File: src/u8f_pkg.sv
// ----------------------------------------------------------------------------
// u8f_pkg
// Shared types and constants for the UTF-8 validating byte filter.
// ----------------------------------------------------------------------------
package u8f_pkg;

  localparam logic [7:0]  SPACE_CHAR = 8'h20;
  localparam logic [1:0]  CONT_TAG   = 2'b10;
  localparam logic [20:0] CP_MAX     = 21'h10FFFF;
  localparam logic [20:0] SURR_LO    = 21'h00D800;
  localparam logic [20:0] SURR_HI    = 21'h00DFFF;
  localparam logic [20:0] MIN_LEN2   = 21'h000080;
  localparam logic [20:0] MIN_LEN3   = 21'h000800;
  localparam logic [20:0] MIN_LEN4   = 21'h010000;
  localparam logic [2:0]  HOLD_MAX   = 3'd4;

  // input word
  typedef struct packed {
    logic [7:0] data_byte;
    logic       end_of_line;
  } in_word_t;

  // output word
  typedef struct packed {
    logic [7:0] out_byte;
    logic       end_of_run;
  } out_word_t;

  // emit job for one input word: decided sequence, then optional trailing byte
  typedef struct packed {
    logic [3:0][7:0] seq_bytes;
    logic [2:0]      seq_cnt;
    logic            extra_vld;
    logic [7:0]      extra_byte;
  } job_t;

endpackage

File: src/utf8_validating_byte_filter_top.sv
// ----------------------------------------------------------------------------
// utf8_validating_byte_filter_top
// Path: each result word goes through the job queue, then the output register.
// Throughput: one input word per cycle unless the queue is full; one output
//   word per cycle while out_ready is high; an item yields n words (n from 0 to 5).
// The job queue (QUEUE_DEPTH entries) absorbs bursts; input stalls when full.
// Reset: synchronous active-low rst_n clears sequence state, mode and queue.
// ----------------------------------------------------------------------------
module utf8_validating_byte_filter_top import u8f_pkg::*; #(
  parameter int QUEUE_DEPTH = 2
) (
  input  logic      clk,
  input  logic      rst_n,
  input  logic      in_valid,
  output logic      in_ready,
  input  in_word_t  in_data,
  output logic      out_valid,
  input  logic      out_ready,
  output out_word_t out_data,
  input  logic      cfg_valid,
  output logic      cfg_ready,
  input  logic      cfg_data
);

  // front -> queue
  logic q_push, q_full;
  job_t q_job;
  // queue -> back
  logic q_pop, q_empty;
  job_t q_head;

  // Front: classifies each byte as ASCII, continuation or lead, keeps the
  // pending sequence and decides it on a new lead, ASCII byte or line end.
  // Each input word that yields output pushes one job.
  u8f_front u_front (
    .clk       (clk),
    .rst_n     (rst_n),
    .in_valid  (in_valid),
    .in_ready  (in_ready),
    .in_data   (in_data),
    .cfg_valid (cfg_valid),
    .cfg_ready (cfg_ready),
    .cfg_data  (cfg_data),
    .q_full    (q_full),
    .q_push    (q_push),
    .q_job     (q_job)
  );

  // Queue lets the front keep taking bytes while a multi-byte job drains.
  u8f_queue #(
    .DEPTH (QUEUE_DEPTH)
  ) u_queue (
    .clk      (clk),
    .rst_n    (rst_n),
    .push     (q_push),
    .push_job (q_job),
    .full     (q_full),
    .pop      (q_pop),
    .empty    (q_empty),
    .head     (q_head)
  );

  // Back: sequence bytes first, then the trailing ASCII byte; end_of_run
  // marks the last word of the job.
  u8f_back u_back (
    .clk       (clk),
    .rst_n     (rst_n),
    .q_empty   (q_empty),
    .q_head    (q_head),
    .q_pop     (q_pop),
    .out_valid (out_valid),
    .out_ready (out_ready),
    .out_data  (out_data)
  );

endmodule

File: src/u8f_front.sv
// ----------------------------------------------------------------------------
// u8f_front
// Accepts bytes, tracks the pending sequence and builds emit jobs.
// ----------------------------------------------------------------------------
module u8f_front import u8f_pkg::*; (
  input  logic     clk,
  input  logic     rst_n,
  input  logic     in_valid,
  output logic     in_ready,
  input  in_word_t in_data,
  input  logic     cfg_valid,
  output logic     cfg_ready,
  input  logic     cfg_data,
  input  logic     q_full,
  output logic     q_push,
  output job_t     q_job
);

  function automatic logic [3:0] lead_ones(input logic [7:0] b);
    logic [3:0] n;
    logic       run;
    n   = 4'd0;
    run = 1'b1;
    for (int i = 7; i >= 0; i--) begin
      if (run && b[i]) begin
        n = n + 4'd1;
      end else begin
        run = 1'b0;
      end
    end
    return n;
  endfunction

  function automatic logic seq_ok(input logic [2:0] cnt, input logic [3:0] len,
                                  input logic [20:0] cp, input logic bad);
    logic [20:0] lo;
    logic        ok;
    case (len)
      4'd2:    lo = MIN_LEN2;
      4'd3:    lo = MIN_LEN3;
      default: lo = MIN_LEN4;
    endcase
    ok = !bad && (len inside {[4'd2:4'd4]}) && ({1'b0, cnt} == len);
    ok = ok && (cp >= lo) && (cp <= CP_MAX) && !((cp >= SURR_LO) && (cp <= SURR_HI));
    return ok;
  endfunction

  logic             ansi_r, ansi_nxt;
  logic [3:0][7:0]  held_r, held_nxt;
  logic [2:0]       cnt_r, cnt_nxt;
  logic [3:0]       len_r, len_nxt;
  logic [20:0]      cp_r, cp_nxt;
  logic             bad_r, bad_nxt;

  logic [7:0]       b;
  logic             eol, in_fire;
  logic             is_ascii, is_cont;
  logic [3:0][7:0]  held_c;
  logic [2:0]       cnt_c;
  logic [20:0]      cp_c;
  logic             bad_c;
  logic [3:0][7:0]  d_held;
  logic [2:0]       d_cnt;
  logic [20:0]      d_cp;
  logic             d_bad;
  logic             dec_en;
  logic [3:0]       ones;
  logic [7:0]       lead_bits;

  assign b         = in_data.data_byte;
  assign eol       = in_data.end_of_line;
  assign in_ready  = !q_full;
  assign in_fire   = in_valid && in_ready;
  assign cfg_ready = 1'b1;

  assign is_ascii  = ansi_r || !b[7];
  assign is_cont   = !is_ascii && (b[7:6] == CONT_TAG) && (cnt_r != 3'd0);

  assign ones      = lead_ones(b);
  assign lead_bits = b & (8'h7F >> ones);

  // pending sequence with this continuation folded in
  always_comb begin
    held_c = held_r;
    cnt_c  = cnt_r;
    bad_c  = bad_r;
    cp_c   = {cp_r[14:0], b[5:0]};
    if (cnt_r < HOLD_MAX) begin
      held_c[cnt_r[1:0]] = b;
      cnt_c              = cnt_r + 3'd1;
    end else begin
      bad_c = 1'b1;
    end
  end

  // sequence to decide: old one, or the updated one on end of line
  always_comb begin
    if (is_cont) begin
      d_held = held_c;
      d_cnt  = cnt_c;
      d_cp   = cp_c;
      d_bad  = bad_c;
      dec_en = eol;
    end else begin
      d_held = held_r;
      d_cnt  = cnt_r;
      d_cp   = cp_r;
      d_bad  = bad_r;
      dec_en = 1'b1;
    end
  end

  always_comb begin
    q_job.seq_bytes  = d_held;
    q_job.seq_cnt    = (dec_en && seq_ok(d_cnt, len_r, d_cp, d_bad)) ? d_cnt : 3'd0;
    q_job.extra_vld  = is_ascii && (b >= SPACE_CHAR);
    q_job.extra_byte = b;
    q_push           = in_fire && ((q_job.seq_cnt != 3'd0) || q_job.extra_vld);
  end

  always_comb begin
    ansi_nxt = ansi_r;
    held_nxt = held_r;
    cnt_nxt  = cnt_r;
    len_nxt  = len_r;
    cp_nxt   = cp_r;
    bad_nxt  = bad_r;
    if (cfg_valid && cfg_ready) begin
      ansi_nxt = cfg_data;
    end
    if (in_fire) begin
      if (is_ascii || eol) begin
        cnt_nxt = 3'd0;
        len_nxt = 4'd0;
        cp_nxt  = 21'd0;
        bad_nxt = 1'b0;
      end else if (is_cont) begin
        held_nxt = held_c;
        cnt_nxt  = cnt_c;
        cp_nxt   = cp_c;
        bad_nxt  = bad_c;
      end else begin
        held_nxt[0] = b;
        cnt_nxt     = 3'd1;
        len_nxt     = ones;
        cp_nxt      = {13'd0, lead_bits};
        bad_nxt     = 1'b0;
      end
    end
  end

  always_ff @(posedge clk) begin
    if (!rst_n) begin
      ansi_r <= 1'b0;
      cnt_r  <= 3'd0;
      len_r  <= 4'd0;
      cp_r   <= 21'd0;
      bad_r  <= 1'b0;
    end else begin
      ansi_r <= ansi_nxt;
      cnt_r  <= cnt_nxt;
      len_r  <= len_nxt;
      cp_r   <= cp_nxt;
      bad_r  <= bad_nxt;
    end
  end

  // held bytes: only entries of the current sequence are ever read
  always_ff @(posedge clk) begin
    held_r <= held_nxt;
  end

endmodule

File: src/u8f_queue.sv
// ----------------------------------------------------------------------------
// u8f_queue
// Small register FIFO of emit jobs between front and back.
// ----------------------------------------------------------------------------
module u8f_queue import u8f_pkg::*; #(
  parameter int DEPTH = 2
) (
  input  logic clk,
  input  logic rst_n,
  input  logic push,
  input  job_t push_job,
  output logic full,
  input  logic pop,
  output logic empty,
  output job_t head
);

  localparam int PW = (DEPTH > 1) ? $clog2(DEPTH) : 1;
  localparam int CW = $clog2(DEPTH + 1);
  localparam logic [PW-1:0] LAST_PTR = PW'(DEPTH - 1);
  localparam logic [CW-1:0] FULL_CNT = CW'(DEPTH);

  job_t          mem_r [DEPTH];
  logic [PW-1:0] wr_ptr_r, wr_ptr_nxt;
  logic [PW-1:0] rd_ptr_r, rd_ptr_nxt;
  logic [CW-1:0] cnt_r, cnt_nxt;
  logic          do_push, do_pop;

  assign full    = (cnt_r == FULL_CNT);
  assign empty   = (cnt_r == '0);
  assign do_push = push && !full;
  assign do_pop  = pop && !empty;
  assign head    = mem_r[rd_ptr_r];

  always_comb begin
    wr_ptr_nxt = wr_ptr_r;
    rd_ptr_nxt = rd_ptr_r;
    cnt_nxt    = cnt_r;
    if (do_push) begin
      wr_ptr_nxt = (wr_ptr_r == LAST_PTR) ? '0 : wr_ptr_r + PW'(1);
    end
    if (do_pop) begin
      rd_ptr_nxt = (rd_ptr_r == LAST_PTR) ? '0 : rd_ptr_r + PW'(1);
    end
    if (do_push && !do_pop) begin
      cnt_nxt = cnt_r + CW'(1);
    end else if (do_pop && !do_push) begin
      cnt_nxt = cnt_r - CW'(1);
    end
  end

  always_ff @(posedge clk) begin
    if (!rst_n) begin
      wr_ptr_r <= '0;
      rd_ptr_r <= '0;
      cnt_r    <= '0;
    end else begin
      wr_ptr_r <= wr_ptr_nxt;
      rd_ptr_r <= rd_ptr_nxt;
      cnt_r    <= cnt_nxt;
    end
  end

  always_ff @(posedge clk) begin
    if (do_push) begin
      mem_r[wr_ptr_r] <= push_job;
    end
  end

endmodule

File: src/u8f_back.sv
// ----------------------------------------------------------------------------
// u8f_back
// Walks the head job one byte per cycle into the output register unless stalled.
// ----------------------------------------------------------------------------
module u8f_back import u8f_pkg::*; (
  input  logic      clk,
  input  logic      rst_n,
  input  logic      q_empty,
  input  job_t      q_head,
  output logic      q_pop,
  output logic      out_valid,
  input  logic      out_ready,
  output out_word_t out_data
);

  logic [2:0] pos_r, pos_nxt;
  logic       out_vld_r, out_vld_nxt;
  out_word_t  out_data_r, out_data_nxt;
  logic       load, last;
  logic [2:0] total;
  logic [7:0] sel_byte;

  assign total    = q_head.seq_cnt + {2'b00, q_head.extra_vld};
  assign last     = ((pos_r + 3'd1) == total);
  assign load     = !q_empty && (!out_vld_r || out_ready);
  assign q_pop    = load && last;
  assign sel_byte = (pos_r < q_head.seq_cnt) ? q_head.seq_bytes[pos_r[1:0]]
                                             : q_head.extra_byte;

  always_comb begin
    pos_nxt      = pos_r;
    out_vld_nxt  = out_vld_r;
    out_data_nxt = out_data_r;
    if (load) begin
      pos_nxt                 = last ? 3'd0 : pos_r + 3'd1;
      out_vld_nxt             = 1'b1;
      out_data_nxt.out_byte   = sel_byte;
      out_data_nxt.end_of_run = last;
    end else if (out_ready) begin
      out_vld_nxt = 1'b0;
    end
  end

  always_ff @(posedge clk) begin
    if (!rst_n) begin
      pos_r     <= 3'd0;
      out_vld_r <= 1'b0;
    end else begin
      pos_r     <= pos_nxt;
      out_vld_r <= out_vld_nxt;
    end
  end

  always_ff @(posedge clk) begin
    out_data_r <= out_data_nxt;
  end

  assign out_valid = out_vld_r;
  assign out_data  = out_data_r;

endmodule

File: config.mk
export PLATFORM = sky130hd
export DESIGN_NAME = utf8_validating_byte_filter_top
export DESIGN_NICKNAME = d
export VERILOG_FILES = /design/src/u8f_pkg.sv /design/src/utf8_validating_byte_filter_top.sv /design/src/u8f_front.sv /design/src/u8f_queue.sv /design/src/u8f_back.sv
export SDC_FILE = /design/constraint.sdc
export NUM_CORES = 1
export LEC_CHECK = 0
export BUFFER_PORTS_ARGS = -buffer_cell sky130_fd_sc_hd__buf_2
export CAP_MARGIN = 20
export CORE_UTILIZATION = 57
export CTS_BUF_LIST = sky130_fd_sc_hd__clkbuf_4 sky130_fd_sc_hd__clkbuf_8 sky130_fd_sc_hd__clkbuf_16
export DETAILED_ROUTE_END_ITERATION = 12
export PLACE_DENSITY = 0.76
export SLEW_MARGIN = 30
export SYNTH_ARGS = -nofsm -noshare
export SYNTH_HDL_FRONTEND = slang
export SYNTH_SLANG_ARGS = --single-unit
File: constraint.sdc
create_clock -name clk -period 15.9 [get_ports clk]
set_input_delay 3.18 -clock clk [delete_from_list [all_inputs] [get_ports clk]]
set_output_delay 3.18 -clock clk [all_outputs]
set_load 0.01 [all_outputs]
# Yosys cells after proc, flatten, opt, wreduce, memory -nomap -nowiden
# Memories as Yosys holds them, arrays and structs flattened. A register that Yosys moved wholly into a read port is not among the register bits.
# Index checks and enable logic that the tools add are counted.
# word_totals
register_bits	79
ram_bits	88
input_bits	15
output_inout_bits	12
wordCells	152
mem_count	1
# op_classes
addsub	14
magnitude_cmp	12
n_eq_ne	7
n_shift	1
mux	51
n_bitwise	2
n_reduce_logical	48
# mem_list
name	words	word_bits	read_ports	rd_ports_with_merged_regs	write_ports	line_no	text
u_queue.mem_r	2	44	1	1	1	u8f_queue.sv:23	job_t mem_r [DEPTH];
# op_table
cell	n
32-bit two-way mux	2
21-bit two-way mux	3
4-bit two-way mux	9
17-bit one-hot mux with 2 select lines	1
32-bit bitwise mux	1
8-bit two-way mux	4
4-bit by 1-bit adder with 4-bit output (second input constant)	7
1-bit logical AND	27
21-bit by 16-bit >= comparator with 1-bit output (second input constant)	1
21-bit by 17-bit >= comparator with 1-bit output	1
21-bit by 16-bit less-or-equal comparator with 1-bit output (second input constant)	1
21-bit less-or-equal comparator (second input constant)	1
1-bit two-way mux	21
3-bit two-way mux	6
8-bit binary-select mux with 2-bit select	1
8-bit demux with 2-bit select	1
1-bit zero test	9
8-bit AND	1
4-bit by 2-bit equality test with 1-bit output (second input constant)	2
8-bit by 6-bit >= comparator with 1-bit output (second input constant)	1
7-bit by 4-bit >> shifter with 8-bit output (first input constant)	1
3-bit by 1-bit adder with 3-bit output (second input constant)	2
2-bit by 3-bit < comparator with 1-bit output (second input constant)	2
3-bit nonzero test	2
20 further kinds	28

# Depth between registers and ports, before layout
# Gate-level depths: netlist of run 1.
# depth
word_depth	22
depth_mapped	24
mapped_depth_nobuf	23

# Modules after synthesis
# Synthesis of run 1 repeated with hierarchy kept, for this count alone.
# hier_totals
cells_unflattened	645
hier_area_um2	8026.4
# modules_own_cells
module	n_inst	cells_per_inst	area_each_um2
u8f_front	1	421	3729.8
u8f_queue	1	162	3407.0
u8f_back	1	62	889.6

# Worst setup path before layout of run 1
# No wires, ideal clock.
# synth_timing
kind	input port to flip-flop
from	input port in_data[7] (netlist bit)
to	memory u_queue.mem_r[1][0] (netlist bit), enable pin
setup_time_ns	0.460
arrival_time_ns	7.584
required_time_ns	15.440
slack_ns	7.855
cell_stages	14
cell_sequence	buf_4 > nor3_1 > clkbuf_1 > clkbuf_1 > nand2_1 > nand2_1 > ha_1 > or4_1 > nor2_1 > mux2i_1 > a221oi_1 > or3_1 > buf_2 > a21oi_1
# synth_between
elab_chain_cells	18
elab_cells_between_ends	30
# synth_lines
element	line_no	text
start, declared	utf8_validating_byte_filter_top.sv:16	input in_word_t in_data,
parallel branches: the longest is 13 deep, another holds 21-bit by 17-bit >= comparator with 1-bit output	--	
1-bit logical OR *	u8f_front.sv:118	q_push = in_fire && ((q_job.seq_cnt != 3'd0) || q_job.extra_vld);
1-bit logical AND *	u8f_front.sv:118	
1-bit logical AND *	u8f_queue.sv:31	assign do_push = push && !full;
1-bit two-way mux *	u8f_queue.sv:65	if (do_push) begin
1-bit two-way mux (not written as such) *	u8f_queue.sv:66	mem_r[wr_ptr_r] <= push_job;
end, declared	u8f_queue.sv:23	
# Mark *: on every way between the ends.

# Worst setup path in the final report of run 1
# layout_timing
from	input port in_data[7] (netlist bit)
to	register u_front.cp_r[2]
# layout_between
elab_chain_cells	18
elab_cells_between_ends	33
# layout_lines
element	line_no	text
1-bit logical AND	u8f_front.sv:25	if (run && b[i]) begin
4-bit two-way mux or 1-bit two-way mux (tied branches)	u8f_front.sv:25	
4-bit by 1-bit adder with 4-bit output or 1-bit logical AND (tied branches)	u8f_front.sv:26, u8f_front.sv:25	
4-bit two-way mux or 1-bit two-way mux (tied branches)	u8f_front.sv:25	
4-bit by 1-bit adder with 4-bit output or 1-bit logical AND (tied branches)	u8f_front.sv:26, u8f_front.sv:25	
4-bit two-way mux or 1-bit two-way mux (tied branches)	u8f_front.sv:25	
4-bit by 1-bit adder with 4-bit output or 1-bit logical AND (tied branches)	u8f_front.sv:26, u8f_front.sv:25	
4-bit two-way mux or 1-bit two-way mux (tied branches)	u8f_front.sv:25	
[... 2 more ...]	--	
4-bit by 1-bit adder with 4-bit output or 1-bit logical AND (tied branches)	u8f_front.sv:26, u8f_front.sv:25	
4-bit two-way mux or 1-bit two-way mux (tied branches)	u8f_front.sv:25	
4-bit by 1-bit adder with 4-bit output or 1-bit logical AND (tied branches)	u8f_front.sv:26, u8f_front.sv:25	
4-bit two-way mux	u8f_front.sv:25	
7-bit by 4-bit >> shifter with 8-bit output	u8f_front.sv:80	assign lead_bits = b & (8'h7F >> ones);
8-bit AND	u8f_front.sv:80	
21-bit two-way mux *	u8f_front.sv:137	end else if (is_cont) begin
21-bit two-way mux *	u8f_front.sv:132	if (is_ascii || eol) begin
end signal, assigned	u8f_front.sv:163	cp_r <= cp_nxt;
end, declared	u8f_front.sv:52	logic [20:0] cp_r, cp_nxt;
# Every way passes the cells marked *; elsewhere a longest branch is shown, timed or not.
# A chain may end at the register's enable or synchronous reset.

==> results of run 1 <==
==> kinds of logic (layout without fill, tap and decap cells) <==
family | after synthesis | count (layout) | share of synthesized area (%)
AOI/OAI and AO/OA | 126 | 126 | 11.1
xor gates and xnor gates | 14 | 14 | 2.21
adders and majority gates | 18 | 18 | 2.78
buffers and inverters | 55 | 78 | 2.78
DFF | 168 | 168 | 57.5
muxes | 46 | 46 | 8.34
other | 1 | 1 | 0.0463
and+or+nand+nor | 254 | 254 | 15.3
==> cell usage in the layout, fill, tap and decap left out, types with 8 or more instances in the layout <==
| master | count |
|---|---|
| nand2_1 | 139 |
| edfxtp_1 | 129 |
| buf_4 | 9 |
| and2_1 | 9 |
| mux2i_1 | 18 |
| a21oi_1 | 14 |
| o21ai_0 | 32 |
| a211oi_1 | 9 |
| buf_2 | 25 |
| clkbuf_16 | 17 |
| nand3_1 | 16 |
| o31ai_1 | 8 |
| ha_1 | 18 |
| a21boi_1 | 12 |
| nor2_1 | 13 |
| nor2b_1 | 23 |
| mux2_2 | 12 |
| mux4_2 | 16 |
| o21a_1 | 8 |
| dfxtp_1 | 37 |
| a21boi_0 | 8 |
| inv_1 | 11 |
==> per-stage QoR <==
stage	setup WS, ps	util, %	power (mW)	instances
floorplan	7860	-	0.700	682
global placement	8290	60.3	0.756	853
detailed placement	8150	60.3	0.767	853
CTS	8570	64.6	1.18	885
global route	8160	64.6	1.22	885
finish	8520	64.6	1.17	885
==> state kept, by name (all words and copies together) (netlist names), named ones only <==
register          flops
u_front.ansi_r        1
u_queue.cnt_r         2
u_back.pos_r          3
u_queue.wr_ptr_r      1
u_back.out_data       9
u_front.held_r       32
u_queue.mem_r        88
u_front.cp_r         21
u_front.cnt_r         3
u_front.len_r         4
u_back.out_valid      1
u_queue.rd_ptr_r      1
u_front.bad_r         1
==> metal layers <==
metal / vias to the layer above / share of wire (%) / GRT usage (%)
met1: 2705 / 45 / 32.5
li1: 2525 / - / -
met5: - / 0 / 0
met3: 26 / 4.9 / 5.26
met4: 0 / 2.0 / 9.65
met2: 154 / 48 / 41.2
==> area by class of cell <==
cell class              instances  area share [%]
clock buffers                  19            4.91
clock inverters                13            1.70
inverters                      12           0.502
multi-input cells             459            36.3
flip-flops and latches        168            51.9
well taps                     180            2.51
repair buffers                 34            2.15
==> worst max-delay path, delay by kind of cell <==
kind	cells	cell delay [ps]
AO/OA/AOI/OAI	9	1740
AND/OR/NAND/NOR	5	620
adder cells (fa/ha/maj)	6	1710
buffers and inverters	2	400
multiplexers	1	60
==> power by group <==
part | internal (mW) | total (mW) | switching, mW
Combinational | 0.0886 | 0.204 | 0.115
Clock | 0.249 | 0.414 | 0.164
Sequential | 0.523 | 0.552 | 0.0292
Total | 0.861 | 1.17 | 0.309
==> worst paths after layout <==
path                      end
min reg2reg  u_front.cp_r[15]
max reg2reg  u_queue.cnt_r[1]
min          u_front.cp_r[15]
max           u_front.cp_r[2]
==> cell usage after synthesis, types with 6 or more instances <==
cell | instances | area (µm²)
a211oi_1 | 9 | 67.6
a21boi_0 | 8 | 60.1
a21boi_1 | 12 | 90.1
a21oi_1 | 15 | 75.1
and2_1 | 9 | 56.3
buf_2 | 6 | 30.0
clkbuf_1 | 32 | 120
dfxtp_1 | 39 | 781
edfxtp_1 | 129 | 3870
ha_1 | 18 | 225
inv_1 | 11 | 41.3
mux2_2 | 12 | 135
mux2i_1 | 18 | 180
mux4_2 | 16 | 360
nand2_1 | 139 | 522
nand2b_1 | 7 | 43.8
nand3_1 | 16 | 80.1
nand3b_1 | 6 | 45.0
nor2_1 | 14 | 52.6
nor2b_1 | 23 | 144
nor3_1 | 8 | 40.0
o21a_1 | 8 | 60.1
o21ai_0 | 32 | 160
o31ai_1 | 8 | 60.1
xnor2_1 | 6 | 52.6
==> impl_metrics.toml, run 1 <==
[run_status]
run_status = "completed"

[hold_path]
hold_class = "reg2reg"
worstHoldPathCells = 2
holdCritStartpoint = "u_front.cp_r[15]"

[route]
drt_iter0_drc = 395
dr.pass1.iters = 5
vias = 5410
wl_um = 17000
ant_nets = 0
routedWlPerCell_um = 19.2
vias_per_cell = 6.11
post-route-drc-count = 0

[critical_path]
ff2ff_path_depth = 16
worstSetupPathType = "in2reg"
startpoint = "in_data[7]"
reg2reg_from = "u_front.cnt_r[0]"
slowest_delay_ps = 330
critical_path_arrival_ps = 7730
cp_cell_sequence = "buf_2 -> nand2_1 -> inv_1 -> ha_1 -> o21a_1 -> ha_1 -> mux2i_1 -> a21oi_1 -> ha_1 -> nand3_2 -> nand2_1 -> ha_1 -> a21oi_1 -> o21ai_0 -> ha_1 -> nor2_1 -> o2bb2ai_1 -> ha_1 -> a211oi_1 -> o2bb2ai_1 -> nor3_1 -> o21ai_0 -> o31ai_1"
cp.required_ps = 16240
worstSetupEndpointType = "register"
r2r_slack_ps = 11730
worstPathMaxFanout = 15
cp_slowest_cell = "ha_1"
path_common_cell = "ha_1"
critPathLaunchType = "input port"

[grt]
grt_pass1_wl_um = 27300
antenna_found_initial = 0
grt_max_degree = 45
grt_pass1_vias = 5193
grt.overflow.total = 0
track_usage_pct = 25.0

[timing]
hold_violations = 0
grt_setup_unrepaired = "no"
fin_tns_setup_ps = 0
worst_pin_slew_ps = 752
min_period_ps = 7380
whs_ps = 476
finalClockSkew_ps = 6.34
max_freq_mhz = 135
fin_crit_sh_pct = 46.4
slew_violations = 0
setup_violations = 0
slew_headroom_pct = 49.4

[die]
num_rows = 43
initial_core_util_pct = 58.4
fp.dieH_um = 121
ios = 27
dieArea_mm2 = 0.0147
core_region_area_mm2 = 0.0139
die_w_um = 121

[power]
power_density_mw_per_mm2 = 130
leakage_nw = 3.15
peakVddDrop_uv = 92.3

[final_layout]
fin_area_mm2 = 0.00897
seqCellArea_mm2 = 0.00466
drive_gt1_share_pct = 15.3
fin_nets = 725
multi_input_area_mm2 = 0.00325
n_antenna_cell = 0
syn_to_final_growth_pct = 10.7
fillers = 1011

[cts]
post_cts_buffers = 0
clockBufferDepth = 2
htree_levels = 4
path_clk_slew_ps = 60
cts_tree = "built"
clock_sinks = 168
ctsResizeCount = 0
worstSkewPairLatency_ps = 430
cts_buffers = 17
cts_root_buf = "clkbuf_16"
cts_hold_buffers = 0

[placement]
place_area_mm2 = 0.00837
dp_hpwl_um = 11300
io_buffers = 25
gp_congestion = 0.870

[run]
cap_viol_max_count = 0

[logic_synthesis]
yosysUniqueCellTypes = 72
synth_edf_count = 129
synth-async-reset-ratio_pct = 0
ys_ff_latch = 168
yosysWarningCount = 0
ys_seq_area_share_pct = 57.5
synth_nets = 715
syn_area_mm2 = 0.00810
ys.flop_type = "edfxtp_1"
syn_avg_cell_area_um2 = 11.9
syn_inst = 682
No activity file was read; power rests on OpenSTA's default activity.
==> run 2: changes to the inputs <==
==> constraint.sdc (replaced) <==
create_clock -name clk -period 7.64 [get_ports clk]
set_input_delay 1.528 -clock clk [delete_from_list [all_inputs] [get_ports clk]]
set_output_delay 1.528 -clock clk [all_outputs]
set_load 0.01 [all_outputs]
==> impl_metrics.toml, run 2 (synthesis results as in run 1) <==
[run_status]
run_status = "completed"

[final_layout]
drive_gt1_share_pct = 15.9
final_util_pct = 64.6
layout_commonest_cell = "nand2_1"
layoutNonFillerInstCount = 884
regMostFlops = "u_queue.mem_r"
mostFrequentLayoutCells = "139 x nand2_1, 129 x edfxtp_1, 38 x dfxtp_1"
reg_top3 = "u_queue.mem_r x88, u_front.held_r x32, u_front.cp_r x21"
largest_reg_flops = 88
syn_to_final_growth_pct = 10.6
fin_nets = 724
n_antenna_cell = 0

[placement]
dp_cells = 852
io_buffers = 25
gp_congestion = 0.887
dp_hpwl_um = 11100

[die]
ios = 27
num_rows = 43
initial_core_util_pct = 58.4
die_w_um = 121
dieArea_mm2 = 0.0147
core_region_area_mm2 = 0.0139
fp.dieH_um = 121

[run]
cap_viol_max_count = 0

[critical_path]
worstSetupEndpointType = "register"
critPathLaunchType = "input port"
critical_path_arrival_ps = 6080
cp.required_ps = 7970
worstPathMaxFanout = 15
worstSetupPathType = "in2reg"

[cts]
cts_hold_buffers = 0
cts_buffers = 17
htree_levels = 4
path_clk_slew_ps = 60
ctsResizeCount = 0
clock_sinks = 168
cts_tree = "built"
clockBufferDepth = 2
worstSkewPairLatency_ps = 430
cts_root_buf = "clkbuf_16"
post_cts_buffers = 0

[timing]
setup_violations = 0
finalClockSkew_ps = 13.0
max_freq_mhz = 174
whs_ps = 476
fin_crit_sh_pct = 75.3
fin_tns_setup_ps = 0
slew_violations = 0
worst_pin_slew_ps = 815
slew_headroom_pct = 45.7
grt_setup_unrepaired = "no"
min_period_ps = 5760
hold_violations = 0

[grt]
grt.overflow.total = 0
grt_pass1_vias = 5233
track_usage_pct = 24.7
antenna_found_initial = 0
grt_pass1_wl_um = 27000
grt_max_degree = 45

[power]
p_total_mw = 2.43
leakage_nw = 3.15
peakVddDrop_uv = 152
power_density_mw_per_mm2 = 271

[route]
wl_um = 17000
ant_nets = 0
drt_iter0_drc = 489
routedWlPerCell_um = 19.2
vias_per_cell = 6.10
dr.pass1.iters = 5
post-route-drc-count = 0
vias = 5392

[hold_path]
hold_class = "reg2reg"
run 2: layout make-up:
| cell class | count | area, µm² |
|---|---|---|
| clock inverter | 13 | 145 |
| clock buffer | 19 | 447 |
| timing repair buffer | 33 | 185 |
| tap | 180 | 225 |
| multi-input combinational | 459 | 3260 |
| fill | 1017 | 4920 |
| inverter | 12 | 45.0 |
| sequential | 168 | 4660 |
run 2: path summary, 6_finish.rpt:
| kind | from | end | slack (ps) | cells past startpoint |
|---|---|---|---|---|
| max | in_data[7] | u_front.cp_r[5] | 1880 | 24 |
| max reg2reg | u_front.cnt_r[0] | u_queue.cnt_r[1] | 3380 | 17 |
| min reg2reg | u_front.held_r[0] | u_queue.mem_r[0][12] | 480 | 0 |
| min | u_front.held_r[0] | u_queue.mem_r[0][12] | 480 | 0 |
run 2: layer usage:
layer	vias up	global-route usage, %	part of all wire [%]
met5	-	0	0
met4	0	9.88	1.7
met3	24	6.11	5.6
met2	177	41.1	50
met1	2651	31.0	43
li1	2540	-	-
run 2: stage by stage:
| step | cell area [µm²] | setup WS [ps] |
|---|---|---|
| final | 8960 | 1880 |
| after global routing | 8960 | 1490 |
| after CTS | 8960 | 1920 |
| after detailed placement | 8370 | 1480 |
| after global placement | 8360 | 1630 |
| after floorplan | 8100 | 1250 |
run 2: power by group:
| group | leakage, nW | switching (mW) | internal (mW) | total (mW) |
|---|---|---|---|---|
| Combinational | 1.36 | 0.245 | 0.185 | 0.429 |
| Sequential | 1.49 | 0.0573 | 1.09 | 1.14 |
| Clock | 0.289 | 0.354 | 0.498 | 0.852 |
| Total | 3.15 | 0.656 | 1.77 | 2.43 |
run 2: worst max-delay path, stage by stage:
cell       delay (ps)
buf_2             300
nand2_1           150
inv_1             100
ha_1              260
o21a_1            180
ha_1              270
mux2i_1            60
a21oi_1           340
ha_1              320
nand3_2            90
nand2_1            60
ha_1              280
a21oi_1           140
o21ai_0            90
ha_1              330
nor2_1             60
o2bb2ai_1         160
ha_1              220
nand3b_1           80
nor3_1            230
nor2_1             70
mux2i_1           190
a41oi_2           240
o41ai_2           330
